`config.mk`:
```
export PLATFORM = sky130hd
export DESIGN_NAME = ypld_ram
export DESIGN_NICKNAME = d
export VERILOG_FILES = /design/src/ypld_ram.sv
export SDC_FILE = /design/constraint.sdc
export NUM_CORES = 1
export LEC_CHECK = 0
export ABC_AREA = 1
export BUFFER_PORTS_ARGS = -buffer_cell sky130_fd_sc_hd__clkbuf_2
export CAP_MARGIN = 20
export CORE_MARGIN = 5
export CORE_UTILIZATION = 40
export CTS_CLUSTER_SIZE = 25
export DETAILED_ROUTE_END_ITERATION = 12
export RECOVER_POWER = 100
export SETUP_SLACK_MARGIN = 0.02
export SYNTH_ARGS = -nofsm -noshare
export SYNTH_HDL_FRONTEND = slang
export SYNTH_SLANG_ARGS = --single-unit
```
`constraint.sdc`:
```
create_clock -name clk -period 2.41 [get_ports clk]
set_input_delay 0.241 -clock clk [delete_from_list [all_inputs] [get_ports clk]]
set_output_delay 0.241 -clock clk [all_outputs]
set_load 0.005 [all_outputs]
```
`src/ypld_ram.sv`:
```
`timescale 1ns / 1ps
`default_nettype none
// ============================================================================
// ypld_ram : generic simple dual-port RAM
// One write port, one read port, read data registered.
// ============================================================================
module ypld_ram #(
  parameter int WIDTH = 16,
  parameter int DEPTH = 2
) (
  input  wire logic                     clk,
  input  wire logic                     we,
  input  wire logic [$clog2(DEPTH)-1:0] waddr,
  input  wire logic [WIDTH-1:0]         wdata,
  input  wire logic                     re,
  input  wire logic [$clog2(DEPTH)-1:0] raddr,
  output      logic [WIDTH-1:0]         rdata
);

  logic [WIDTH-1:0] mem_r [DEPTH];

  always_ff @(posedge clk) begin
    if (we) begin
      mem_r[waddr] <= wdata;
    end
    if (re) begin
      rdata <= mem_r[raddr];
    end
  end

endmodule
`default_nettype wire

```
==> results.json <==
{
  "regToRegEndpoint": "rdata[5]$_DFFE_PP_",
  "drt_iter0_drc": 27,
  "cp.required_ns": 2.32,
  "status": "completed",
  "wl_um": 2540,
  "grt_usage": 0.0998,
  "worst_pin_slew_ns": 0.974,
  "nets": 166,
  "synth_fp_nets": 125,
  "critPathMaxStageDelay_ns": 0.73,
  "synth_warnings": 0,
  "grt_pass1_wl_um": 3910,
  "start_util": 0.419,
  "die_y_um": 75.2,
  "crit_top_cell": "clkbuf_1",
  "setup_viol": 0,
  "rows": 23,
  "grt_max_degree": 18,
  "cts.repair.resized": 0,
  "arrival_ns": 1.18,
  "io_pins": 37,
  "numCtsBuffers": 5,
  "remaining_drc_errors": 0,
  "cts_root_buf": "clkbuf_8",
  "post-cts-setup-buffers": 0,
  "synthTopCellsByArea": "edfxtp_1 (85%), nand2_1 (9.7%), nand2_2 (1.8%)",
  "crit_slowest_cell": "clkbuf_1",
  "clockBufferDepth": 2,
  "layout-drive-gt1-share": 0.158,
  "dpl.hpwl_um": 1730,
  "viasPerCell": 4.41,
  "reg2reg_from": "mem_r[1][5]$_DFFE_PP_",
  "dieArea_sq_mm": 0.00566,
  "start_kind": "input pin",
  "cp_max_fo": 16,
  "post-route-period-util": 0.527,
  "clock_latency_ns": 0.29,
  "port_buffers": 36,
  "diodes": 0,
  "peakVddDrop_v": 0.000395,
  "path_delay_family": "buffers and inverters",
  "power.density_mw_per_mm2": 826,
  "reg2regPathDepth": 2,
  "synth-seq-cells": 48,
  "worstSetupPathType": "in2reg",
  "grt_pass1_vias": 838,
  "htree_num_levels": 2,
  "overflow": 0,
  "antenna_found_initial": 0,
  "crit_buf_inv": 3,
  "synth_area_leader_cell": "edfxtp_1",
  "antenna_left": 0,
  "relSlewSlack": 0.350,
  "route.vias.total": 865,
  "cts_hold_buffers": 0,
  "avgSynthCellArea_sq_um": 16.3,
  "ys_types": 8,
  "clock-sinks": 48,
  "rrSetupSlack_ns": 1.65,
  "holdPathStages": 1,
  "fillers": 357,
  "core_area_sq_mm": 0.00406,
  "place_congestion": 0.681,
  "finalMaxSlewViolations": 0,
  "drtPass1Iterations": 4,
  "finalCriticalPeriod_ns": 1.27,
  "syn_to_final_growth_pct": 16.1,
  "layout_common_cells": "nand2_1 (48), edfxtp_1 (48), clkbuf_1 (24)",
  "worst_hold_path.endpoint": "mem_r[0][7]$_DFFE_PP_",
  "fin_ws_ns": 1.14,
  "synth-seq-area-share": 0.848,
  "skew_ns": 0.00448,
  "cp_cell_sequence": "clkbuf_1 -> inv_1 -> nor2_1 -> clkbuf_1",
  "dp_slack_ns": 1.17,
  "synth.cell_area_sq_mm": 0.00170,
  "synth_top_area_frac": 0.848,
  "setup-tns-final_ns": 0,
  "p_leak_uw": 0.000763,
  "tritoncts": "built",
  "wl_per_cell_um": 12.9,
  "timing.fmax_mhz": 788,
  "hold_class": "in2reg",
  "cap_violations": 0,
  "rsz0062_at_grt": "false",
  "crit_path_end_kind": "register",
  "clk_pin_slew_worst_paths_ns": 0.08,
  "hold_violations": 0,
  "hold_path.startpoint": "wdata[7]",
  "die_w_um": 75.2,
  "synth_cells": 104
}
==> cells by family after synthesis <==
kind of cell,synth area share
simple gates,0.118
flops,0.848
buf+inv,0.0346
==> per-layer routing <==
layer	up-vias	GRT usage	wire length, um
li1	440	-	-
met1	400	0.106	880
met2	20	0.172	1450
met3	5	0.0254	152
met4	0	0.0699	60
met5	-	0	0
==> power breakdown <==
group          internal [uW]  switching, uW  leakage [uW]  total (uW)
Sequential               985           13.9      0.000459         999
Combinational           30.1           54.9      0.000249        85.0
Clock                    308            239     0.0000552         547
Total                   1320            308      0.000763        1630
==> final cells by class <==
cell class / instances / area, sq um / area share
Clock inverter: 2 / 35.0 / 0.0177
Timing Repair Buffer: 37 / 156 / 0.0792
Tap cell: 50 / 62.6 / 0.0317
Multi-Input combinational cell: 50 / 190 / 0.0963
Sequential cell: 48 / 1440 / 0.730
Clock buffer: 6 / 72.6 / 0.0368
Inverter: 3 / 16.3 / 0.00824
==> synthesized netlist by cell type, drive strengths merged <==
cell type  instances
buf                3
edfxtp            48
nand2             49
inv                3
nor2               1
==> per-stage QoR <==
stage	hold WS, ns	utilization	total power [uW]	cell area, sq um	cells
after floorplan	0.340	-	1060	1700	104
after global placement	0.433	0.470	1110	1910	188
after detailed placement	0.436	0.470	1110	1910	188
after CTS	0.128	0.497	1660	2020	196
after global routing	0.122	0.487	1700	1970	196
final	0.139	0.487	1630	1970	196
==> registers in the layout, indices dropped and copies added (netlist names) <==
signal and cells:
rdata 16, mem_r 32
==> worst max path at each step <==
| stage | start | endpoint | slack (ns) | cells past startpoint |
|---|---|---|---|---|
| final | we | mem_r[0][12]$_DFFE_PP_ | 1.14 | 4 |
| after global routing | we | mem_r[0][12]$_DFFE_PP_ | 1.01 | 4 |
| after CTS | rdata[15]$_DFFE_PP_ | rdata[15] | 1.35 | 1 |
| after detailed placement | waddr | mem_r[1][9]$_DFFE_PP_ | 1.17 | 3 |
| after global placement | waddr | mem_r[1][8]$_DFFE_PP_ | 1.22 | 3 |
| after floorplan | we | mem_r[0][0]$_DFFE_PP_ | 1.06 | 2 |
(Power assumes the default switching activity.)
