$ cat src/ypld_pkg.sv
`timescale 1ns / 1ps
`default_nettype none
// ============================================================================
// ypld_pkg : shared types and constants for the yaw/pitch look-direction unit
// Beat formats, sequencer states, CORDIC constants and the arctangent table.
// ============================================================================
package ypld_pkg;

  // Default angle resolution: 2^ANGLE_BITS units per turn
  localparam int ANGLE_BITS_DEF = 16;
  // Result component width, signed Q1.(OUT_BITS-1)
  localparam int OUT_BITS       = 16;
  // Width of the input increments and of the pitch limit register port
  localparam int IN_W           = 16;
  localparam int PLIM_W         = 15;

  // CORDIC: 30 rotations, working values at 2^30 scale, angle in 2^-32 turn
  localparam int CORDIC_STEPS  = 30;
  localparam int CORDIC_W      = 32;
  localparam logic signed [CORDIC_W-1:0] CORDIC_K = 32'sh26DD3B6A;

  typedef struct packed {
    logic signed [IN_W-1:0] yaw_change;
    logic signed [IN_W-1:0] pitch_change;
  } ypld_in_t;

  typedef struct packed {
    logic signed [OUT_BITS-1:0] dir_x;
    logic signed [OUT_BITS-1:0] dir_y;
    logic signed [OUT_BITS-1:0] dir_z;
  } ypld_out_t;

  // Cosine and sine from one rotator, 2^30 scale
  typedef struct packed {
    logic signed [CORDIC_W-1:0] cos_v;
    logic signed [CORDIC_W-1:0] sin_v;
  } ypld_sc_t;

  typedef enum logic [2:0] {
    ST_IDLE,
    ST_RDP,
    ST_UPD,
    ST_ROT,
    ST_MX,
    ST_MZ,
    ST_RZ,
    ST_OUTP
  } ypld_state_t;

  // Quarter turn less 0.001 rad, in angle units
  function automatic int plim_reset(input int ab);
    longint margin;
    margin = ((longint'(1) << ab) * 64'd159155) / 64'd1000000000;
    return int'((longint'(1) << (ab - 2)) - margin);
  endfunction

  // atan(2^-i) in units of 2^-32 turn, rounded to the nearest unit
  function automatic logic [CORDIC_W-1:0] atan_turn(input logic [4:0] i);
    logic [CORDIC_W-1:0] v;
    case (i)
      5'd0:    v = 32'h20000000;
      5'd1:    v = 32'h12E4051E;
      5'd2:    v = 32'h09FB385B;
      5'd3:    v = 32'h051111D4;
      5'd4:    v = 32'h028B0D43;
      5'd5:    v = 32'h0145D7E1;
      5'd6:    v = 32'h00A2F61E;
      5'd7:    v = 32'h00517C55;
      5'd8:    v = 32'h0028BE53;
      5'd9:    v = 32'h00145F2F;
      5'd10:   v = 32'h000A2F98;
      5'd11:   v = 32'h000517CC;
      5'd12:   v = 32'h00028BE6;
      5'd13:   v = 32'h000145F3;
      5'd14:   v = 32'h0000A2FA;
      5'd15:   v = 32'h0000517D;
      5'd16:   v = 32'h000028BE;
      5'd17:   v = 32'h0000145F;
      5'd18:   v = 32'h00000A30;
      5'd19:   v = 32'h00000518;
      5'd20:   v = 32'h0000028C;
      5'd21:   v = 32'h00000146;
      5'd22:   v = 32'h000000A3;
      5'd23:   v = 32'h00000051;
      5'd24:   v = 32'h00000029;
      5'd25:   v = 32'h00000014;
      5'd26:   v = 32'h0000000A;
      5'd27:   v = 32'h00000005;
      5'd28:   v = 32'h00000003;
      5'd29:   v = 32'h00000001;
      default: v = '0;
    endcase
    return v;
  endfunction

endpackage
`default_nettype wire

$ cat src/ypld_cordic.sv
`timescale 1ns / 1ps
`default_nettype none
// ============================================================================
// ypld_cordic : iterative rotation-mode CORDIC, one step per cycle
// Folds the angle into +/- a quarter turn, runs 30 rotations, then applies
// the fold sign. Gives cosine and sine at 2^30 scale.
// ============================================================================
module ypld_cordic
  import ypld_pkg::*;
#(
  parameter int ANGLE_BITS = ANGLE_BITS_DEF
) (
  input  wire logic                  clk,
  input  wire logic                  rst_n,
  input  wire logic                  start,
  input  wire logic [ANGLE_BITS-1:0] angle,
  output      logic                  done,
  output      ypld_sc_t              res
);

  localparam logic [4:0] LAST = 5'(CORDIC_STEPS);

  logic signed [ANGLE_BITS:0] qtr_s;
  logic signed [ANGLE_BITS:0] half_s;
  logic signed [ANGLE_BITS:0] a_w;
  logic signed [ANGLE_BITS:0] a_f;
  logic                       fold_neg;
  logic signed [CORDIC_W-1:0] z0;

  logic                       run_r;
  logic [4:0]                 step_r;
  logic                       done_r;
  logic                       neg_r;
  logic signed [CORDIC_W-1:0] x_r, y_r, z_r;
  logic signed [CORDIC_W-1:0] shx, shy, x_nxt, y_nxt, z_nxt, at;

  assign qtr_s  = (ANGLE_BITS+1)'(1) << (ANGLE_BITS - 2);
  assign half_s = (ANGLE_BITS+1)'(1) << (ANGLE_BITS - 1);

  // Fold into [-quarter, +quarter]; the upper half of the unsigned range is negative
  always_comb begin
    a_w      = $signed({angle[ANGLE_BITS-1], angle});
    a_f      = a_w;
    fold_neg = 1'b0;
    if (a_w > qtr_s) begin
      a_f      = a_w - half_s;
      fold_neg = 1'b1;
    end else if (a_w < -qtr_s) begin
      a_f      = a_w + half_s;
      fold_neg = 1'b1;
    end
    z0 = $signed({a_f[ANGLE_BITS-1:0], {(CORDIC_W-ANGLE_BITS){1'b0}}});
  end

  always_comb begin
    shx = x_r >>> step_r;
    shy = y_r >>> step_r;
    at  = $signed(atan_turn(step_r));
    if (z_r >= 0) begin
      x_nxt = x_r - shy;
      y_nxt = y_r + shx;
      z_nxt = z_r - at;
    end else begin
      x_nxt = x_r + shy;
      y_nxt = y_r - shx;
      z_nxt = z_r + at;
    end
  end

  always_ff @(posedge clk) begin
    if (!rst_n) begin
      run_r  <= 1'b0;
      step_r <= '0;
      done_r <= 1'b0;
    end else begin
      done_r <= 1'b0;
      if (start) begin
        run_r  <= 1'b1;
        step_r <= '0;
      end else if (run_r) begin
        if (step_r == LAST) begin
          run_r  <= 1'b0;
          done_r <= 1'b1;
        end else begin
          step_r <= step_r + 5'd1;
        end
      end
    end
  end

  always_ff @(posedge clk) begin
    if (start) begin
      x_r   <= CORDIC_K;
      y_r   <= '0;
      z_r   <= z0;
      neg_r <= fold_neg;
    end else if (run_r) begin
      if (step_r == LAST) begin
        // undo the half-turn fold
        if (neg_r) begin
          x_r <= -x_r;
          y_r <= -y_r;
        end
      end else begin
        x_r <= x_nxt;
        y_r <= y_nxt;
        z_r <= z_nxt;
      end
    end
  end

  assign done      = done_r;
  assign res.cos_v = x_r;
  assign res.sin_v = y_r;

endmodule
`default_nettype wire

$ cat config.mk
export PLATFORM = sky130hd
export DESIGN_NAME = ypld_cordic
export DESIGN_NICKNAME = d
export VERILOG_FILES = /design/src/ypld_pkg.sv /design/src/ypld_cordic.sv
export SDC_FILE = /design/constraint.sdc
export NUM_CORES = 1
export LEC_CHECK = 0
export ABC_AREA = 0
export ABC_CLOCK_PERIOD_IN_PS = 18430
export BUFFER_PORTS_ARGS = -buffer_cell sky130_fd_sc_hd__clkbuf_2
export CELL_PAD_IN_SITES_DETAIL_PLACEMENT = 1
export CELL_PAD_IN_SITES_GLOBAL_PLACEMENT = 2
export CORE_MARGIN = 1
export CORE_UTILIZATION = 41
export CTS_CLUSTER_DIAMETER = 120
export CTS_CLUSTER_SIZE = 24
export DETAILED_ROUTE_END_ITERATION = 12
export PLACE_DENSITY = 0.95
export REMOVE_ABC_BUFFERS = 1
export SYNTH_ARGS = -nofsm -noshare
export SYNTH_HDL_FRONTEND = slang
export SYNTH_SLANG_ARGS = --single-unit
$ cat constraint.sdc
create_clock -name clk -period 18.43 [get_ports clk]
set_input_delay 0.9215 -clock clk [delete_from_list [all_inputs] [get_ports clk]]
set_output_delay 0.9215 -clock clk [all_outputs]
set_load 0.01 [all_outputs]
==> results.md, run 1 <==
* Final HPWL DP at 51300 um
* Top FF cell, synth: dfxtp_1
* Die X at 209 um
* Endpoint class of the critical path: flip-flop
* Worst path arrival time at 7.89 ns
* Post-synthesis xor/xnor area fraction at 0.0791
* Mapped Cells at 2332
* WL/cell at roughly 24 um
* Vert. Die Dim at 209 um
* Yosys reg bits at 134
* Area Growth Syn to Fin at 6.75%
* N_diodes at 0
* Kind of critical path: flip-flop to flip-flop
* Total Wirelength at 69600 um
* Antenna-violating nets left at 0
* RePlAce Congestion at 0.998
* Htree depth at 4
* CTS tree: yes
* Seq/Total Area, Yosys at 0.162
* Max-cap violations at 0
* Fraction of the mapped netlist area in adder cells at 0.0844
* Fill cells at between 5000 and 6000
* Layout cells sized above 1 at 0.113
* Simple-Gate Fraction of Synth Area at 0.201
* Reg2Reg Depth at 19
* Synth Area in Compound Gates at 0.294
* DIE AREA at 43800 um2
* Vias/cell at 6.63
* Design Power at 2.62 mW
* Congestion Overflow GR at 0
* Detailed Routing Iterations Pass 1 at 7
* Vias in the first global route at 18600
* Final worst path period share at 0.407
* EDFF count, synth at 17
* VDD IR-drop max at 0.0676 mV
* Clock root cell: clkbuf_16
* Count leader, synth: nand2_1
* First-pass GRT wire length at 108000 um
* Max-slew violations at 0
* Final Hold Viols at 0
* Deepest clock path buffer count at 2
* Clk_lat worst skew at 0.51 ns
* Drt initial violations at 1760
* Core Area at 42100 um2
* Setup bufs post-CTS at 0
* Clock slew at reported path FFs at 0.08 ns
* I/O Pins at 84
* Max-Slew Margin vs Limit at 0.0945
* Site row count at 75
* DRC Markers at 0
* Ys async rst share at 0
* PostCTS Resize Cnt at 0
* Yosys top cell by area: dfxtp_1
* Mapped Area at 17600 um2
* Initial antenna violation count at 0
* CTS buffer count at 17
* Top cells by area, synth: dfxtp_1 13%, ha_1 8.1%, a21oi_1 5.9%
* Mux contribution to synthesized area at 0.124
* Total Routing Usage GR at 0.316
* Largest net degree at the start of global routing at 76
* Vias at 18900
* CTS Hold Buffers Added at 0
* Hold-critical path depth at 2
* Clock sinks at 134
* Synth top area share at 0.133
* WP data required at 18.81 ns
* Post-layout minimum cycle time at 7.51 ns
* IO buf count at 83
* Mean Syn Cell Area at 7.55 um2
* Largest family of logic cells by synthesized area: compound AO/OA/AOI/OAI gates
* RSZ-0062 raised after global routing: no
* Worst Clk Skew at 0.0197 ns
* Setup_tns at 0 ns
* CP Max Fanout at 66
* Lkg Pwr at 7.52 nW
* Nets@finish at 2434
* Startpoint types: flip-flop
* Status: completed
* Top cells by count, synth: 256 x nand2_1, 208 x a21oi_1, 191 x o21ai_0, 177 x nor2_1, 117 x dfxtp_1
* Type of the worst min-delay path: flip-flop to flip-flop
* Synth warn at 0
* Fmax at between 100 and 150 MHz
* Final setup violation count at 0
* Slew @ Worst Pin at 1.35 ns
* Unique cell type count in the Yosys netlist at a little over 90
* Initial Utilization at 0.418
* Cell Pwr Density at 139 nW/um2
## stage by stage
step           hold slack (ns)  setup WS (ns)  std cells  cell area (um2)   util
6_report                 0.490          10.92       2850            18800  0.446
5_1_grt                  0.497          10.49       2850            18800  0.446
4_1_cts                  0.491          11.01       2850            18800  0.446
3_5_place_dp             0.481          11.07       2818            18200  0.432
3_3_place_gp             0.462          11.24       2818            18200  0.432
2_1_floorplan            0.443           7.26       2169            16900      -
## critical path: stages, from the launching register on
cell       delay (ns)
dfxtp_4          0.65
buf_4            0.76
mux4_1           0.68
a222oi_1         0.46
nor3_1           0.08
a211oi_1         0.50
nand2b_1         0.20
or3_1            0.50
or4_1            0.68
o31ai_1          0.33
xor2_1           0.25
ha_1             0.27
a21oi_1          0.24
nand2_1          0.08
a2111o_1         0.36
a31oi_1          0.33
o21ai_0          0.19
a21oi_1          0.27
xor2_1           0.10
a2111oi_0        0.41
## routing by layer
layer | track usage | share of wire | vias to the layer above
li1 | - | - | 8670
met1 | 0.436 | 0.45 | 9384
met2 | 0.489 | 0.44 | 720
met3 | 0.0588 | 0.075 | 127
met4 | 0.112 | 0.028 | 0
met5 | 0 | 0 | -
## cell families after synthesis
| logic type | after synthesis |
|---|---|
| AO/OA/AOI/OAI | 802 |
| XOR/XNOR | 159 |
| adder cells (fa/ha/maj) | 117 |
| buffers and inverters | 225 |
| flip-flops | 134 |
| multiplexers | 151 |
| AND/OR/NAND/NOR | 744 |
## cell usage in the layout (no fill, tap or decap), types with 47 or more instances in the layout
cell type and instances:
a21o_1 51, a21oi_1 208, clkbuf_2 82, dfxtp_1 113, ha_1 114, inv_1 58, mux2i_1 64, nand2_1 256
nor2_1 174, nor3_1 62, o21ai_0 190, or3_1 47, xnor2_1 79, xor2_1 80
## report_power, final
| part | total, mW | switching, mW | internal (mW) |
|---|---|---|---|
| clock network | 0.373 | 0.178 | 0.195 |
| registers | 0.532 | 0.178 | 0.354 |
| logic | 1.71 | 0.987 | 0.725 |
## worst paths after layout
check | from | to | slack, ns
min reg2reg | z_r[15]$_SDFFE_PP0P_ | z_r[15]$_SDFFE_PP0P_ | 0.49
max reg2reg | step_r[1]$_SDFFE_PP0P_ | y_r[26]$_SDFFE_PP0P_ | 10.92
min | z_r[15]$_SDFFE_PP0P_ | z_r[15]$_SDFFE_PP0P_ | 0.49
max | step_r[1]$_SDFFE_PP0P_ | y_r[26]$_SDFFE_PP0P_ | 10.92
## final cells by class
class | instances | area, um2 | area share
multi-input cells | 1973 | 13800 | 0.734
flip-flops and latches | 134 | 2860 | 0.152
well taps | 539 | 674 | 0.0359
clock inverters | 15 | 176 | 0.00939
repair buffers | 110 | 621 | 0.0330
inverters | 62 | 233 | 0.0124
clock buffers | 17 | 425 | 0.0226
## sequential cells by signal, indices dropped and copies added, names as in the netlist
name,flops
x_r,32
y_r,32
neg_r,1
done,1
at,30
run_r,1
z_r,32
step_r,5
Note: power is estimated with default switching activity, not from simulation.
==> run 2: changes to the inputs <==
Settings changed: ABC_CLOCK_PERIOD_IN_PS 18430 to 6500, CORE_UTILIZATION 41 to 34, PLACE_DENSITY 0.95 to 0.88.
Clock period 18.43 ns to 6.5 ns, I/O delays scaled along.
==> results.md, run 2 (synthesis results as in run 1) <==
* Psw at between 3 and 4 mW
* DIE AREA at between 50000 and 60000 um2
* RSZ-0062 raised after global routing: no
* IO buf count at 83
* Switch share at 0.511
* Most common cell after layout, fill and taps aside: nand2_1
* Max-Slew Margin vs Limit at 0.120
* PnR worst setup slack at 0.318 ns
* Initial Utilization at 0.344
* Final worst path period share at 0.951
* Clk_lat worst skew at 0.51 ns
* Placed Cells incl. Taps at 3033
* Max-slew violations at 0
* VDD IR-drop max at 0.234 mV
* Worst path arrival time at roughly 6.6 ns
* Type of the worst min-delay path: input pin to flip-flop
* Fin cells at about 3000
* Lkg Pwr at 7.91 nW
* First-pass GRT wire length at ~120000 um
* Status: completed
* Clock network power share at 0.141
* Largest net degree at the start of global routing at 77
* I/O Pins at 84
* Fmax at 162 MHz
* RePlAce Congestion at 1.00
* Kind of critical path: flip-flop to flip-flop
* Pre-CTS setup slack at 0.183 ns
* Cell Pwr Density at around 390 nW/um2
* Vias/cell at 6.29
* Finished Core Util at 0.384
* Antenna-violating nets left at 0
* Largest registers: x_r: 32 flops, y_r: 32 flops, z_r: 32 flops
* Setup_tns at 0 ns
* Deepest clock path buffer count at 2
* Vias at 19300
* Vias in the first global route at 19300
* Detailed Routing Iterations Pass 1 at 6
* DP Area at around 19000 um2
* Slew @ Worst Pin at 1.31 ns
* Die X at 230 um
* Clock root cell: clkbuf_16
* Final Hold Slack at 0.112 ns
* Area Growth Syn to Fin at 11.7%
* Htree depth at 4
* Comb pwr share at 0.676
* DRC Markers at 0
* Total Wirelength at between 70000 and 80000 um
* Nets@finish at 2513
* WP data required at 6.92 ns
* Initial antenna violation count at 1
* Endpoint class of the critical path: flip-flop
* Vert. Die Dim at 230 um
* Design Power at just under 8 mW
* Clock slew at reported path FFs at 0.08 ns
* Startpoint types: flip-flop
* WL/cell at 25.0 um
* CTS Hold Buffers Added at 0
* Clock sinks at 134
* Most frequent cells in the layout: 256 x nand2_1, 206 x a21oi_1, 190 x o21ai_0
* Sequential power share at 0.183
* CTS buffer count at 17
* Internal at roughly 3.8 mW
* Final setup violation count at 0
* Final HPWL DP at 58700 um
* CP Max Fanout at 19
* Final Hold Viols at 0
* CTS tree: yes
* Congestion Overflow GR at 0
* Layout cells sized above 1 at 0.144
* Core Area at 51200 um2
* Worst Clk Skew at ~0.013 ns
* Final instance area at 19700 um2
* Max-cap violations at 0
* Post-layout minimum cycle time at between 6 and 7 ns
* Total Routing Usage GR at 0.288
* Site row count at 83
* Fill cells at 6293
* Drt initial violations at 1851
run 2: path summary, 6_finish.rpt:
check,start,endpoint,slack (ns),depth (start not counted)
worst min-delay path,angle[8],z_r[24]$_DFFE_PP_,0.11,3
worst max register to register,step_r[1]$_SDFFE_PP0P_,x_r[31]$_SDFFE_PP0P_,0.32,21
worst min register to register,z_r[9]$_SDFFE_PP0P_,z_r[9]$_SDFFE_PP0P_,0.50,2
worst max-delay path,step_r[1]$_SDFFE_PP0P_,x_r[31]$_SDFFE_PP0P_,0.32,21
run 2: cell type report:
type / count / area [um2] / share of cell area
Sequential cell: 134 / 2870 / 0.146
Clock inverter: 15 / 180 / 0.00916
Tap cell: 680 / 851 / 0.0433
Antenna cell: 3 / 7.51 / 0.000382
Multi-Input combinational cell: 1973 / 13800 / 0.703
Inverter: 62 / 233 / 0.0118
Timing Repair Buffer: 189 / 1270 / 0.0648
Clock buffer: 17 / 425 / 0.0216
run 2: worst max-delay path, stage by stage, from the launching register on:
cell       delay, ns
dfxtp_4         0.51
buf_4           0.34
mux4_2          0.55
mux2i_1         0.29
o2bb2ai_1       0.12
a211oi_1        0.57
nand2_1         0.14
or4_1           0.64
or3_1           0.43
o31ai_2         0.29
xnor2_1         0.11
ha_1            0.37
nand2_1         0.10
a21oi_1         0.14
o221ai_1        0.15
o2bb2ai_1       0.15
a31o_2          0.24
o211ai_1        0.25
a31oi_1         0.15
nand2b_1        0.16
mux2_1          0.32
o31ai_1         0.07
run 2: metal layers:
layer | vias up | global-route usage | wire [um]
met3 | 135 | 0.0518 | 5320
met5 | - | 0 | 18
li1 | 8857 | - | -
met1 | 9682 | 0.402 | 35400
met2 | 661 | 0.436 | 33600
met4 | 2 | 0.111 | 2530
run 2: what timing repair did:
| action | 4_1_cts | 5_1_grt |
|---|---|---|
| endpoints found under the setup margin | 0 | 14 |
| buffers inserted | 0 | 5 |
| resized for setup | 0 | 9 |
run 2: power by group through the flow:
stage | Combinational [mW] | Clock [mW] | Sequential (mW)
after detailed placement | 5.07 | 0 | 1.41
after global routing | 5.68 | 1.13 | 1.42
final | 5.20 | 1.09 | 1.41
after CTS | 5.11 | 1.11 | 1.39
after floorplan | 3.52 | 0 | 1.35
after global placement | 4.92 | 0 | 1.40
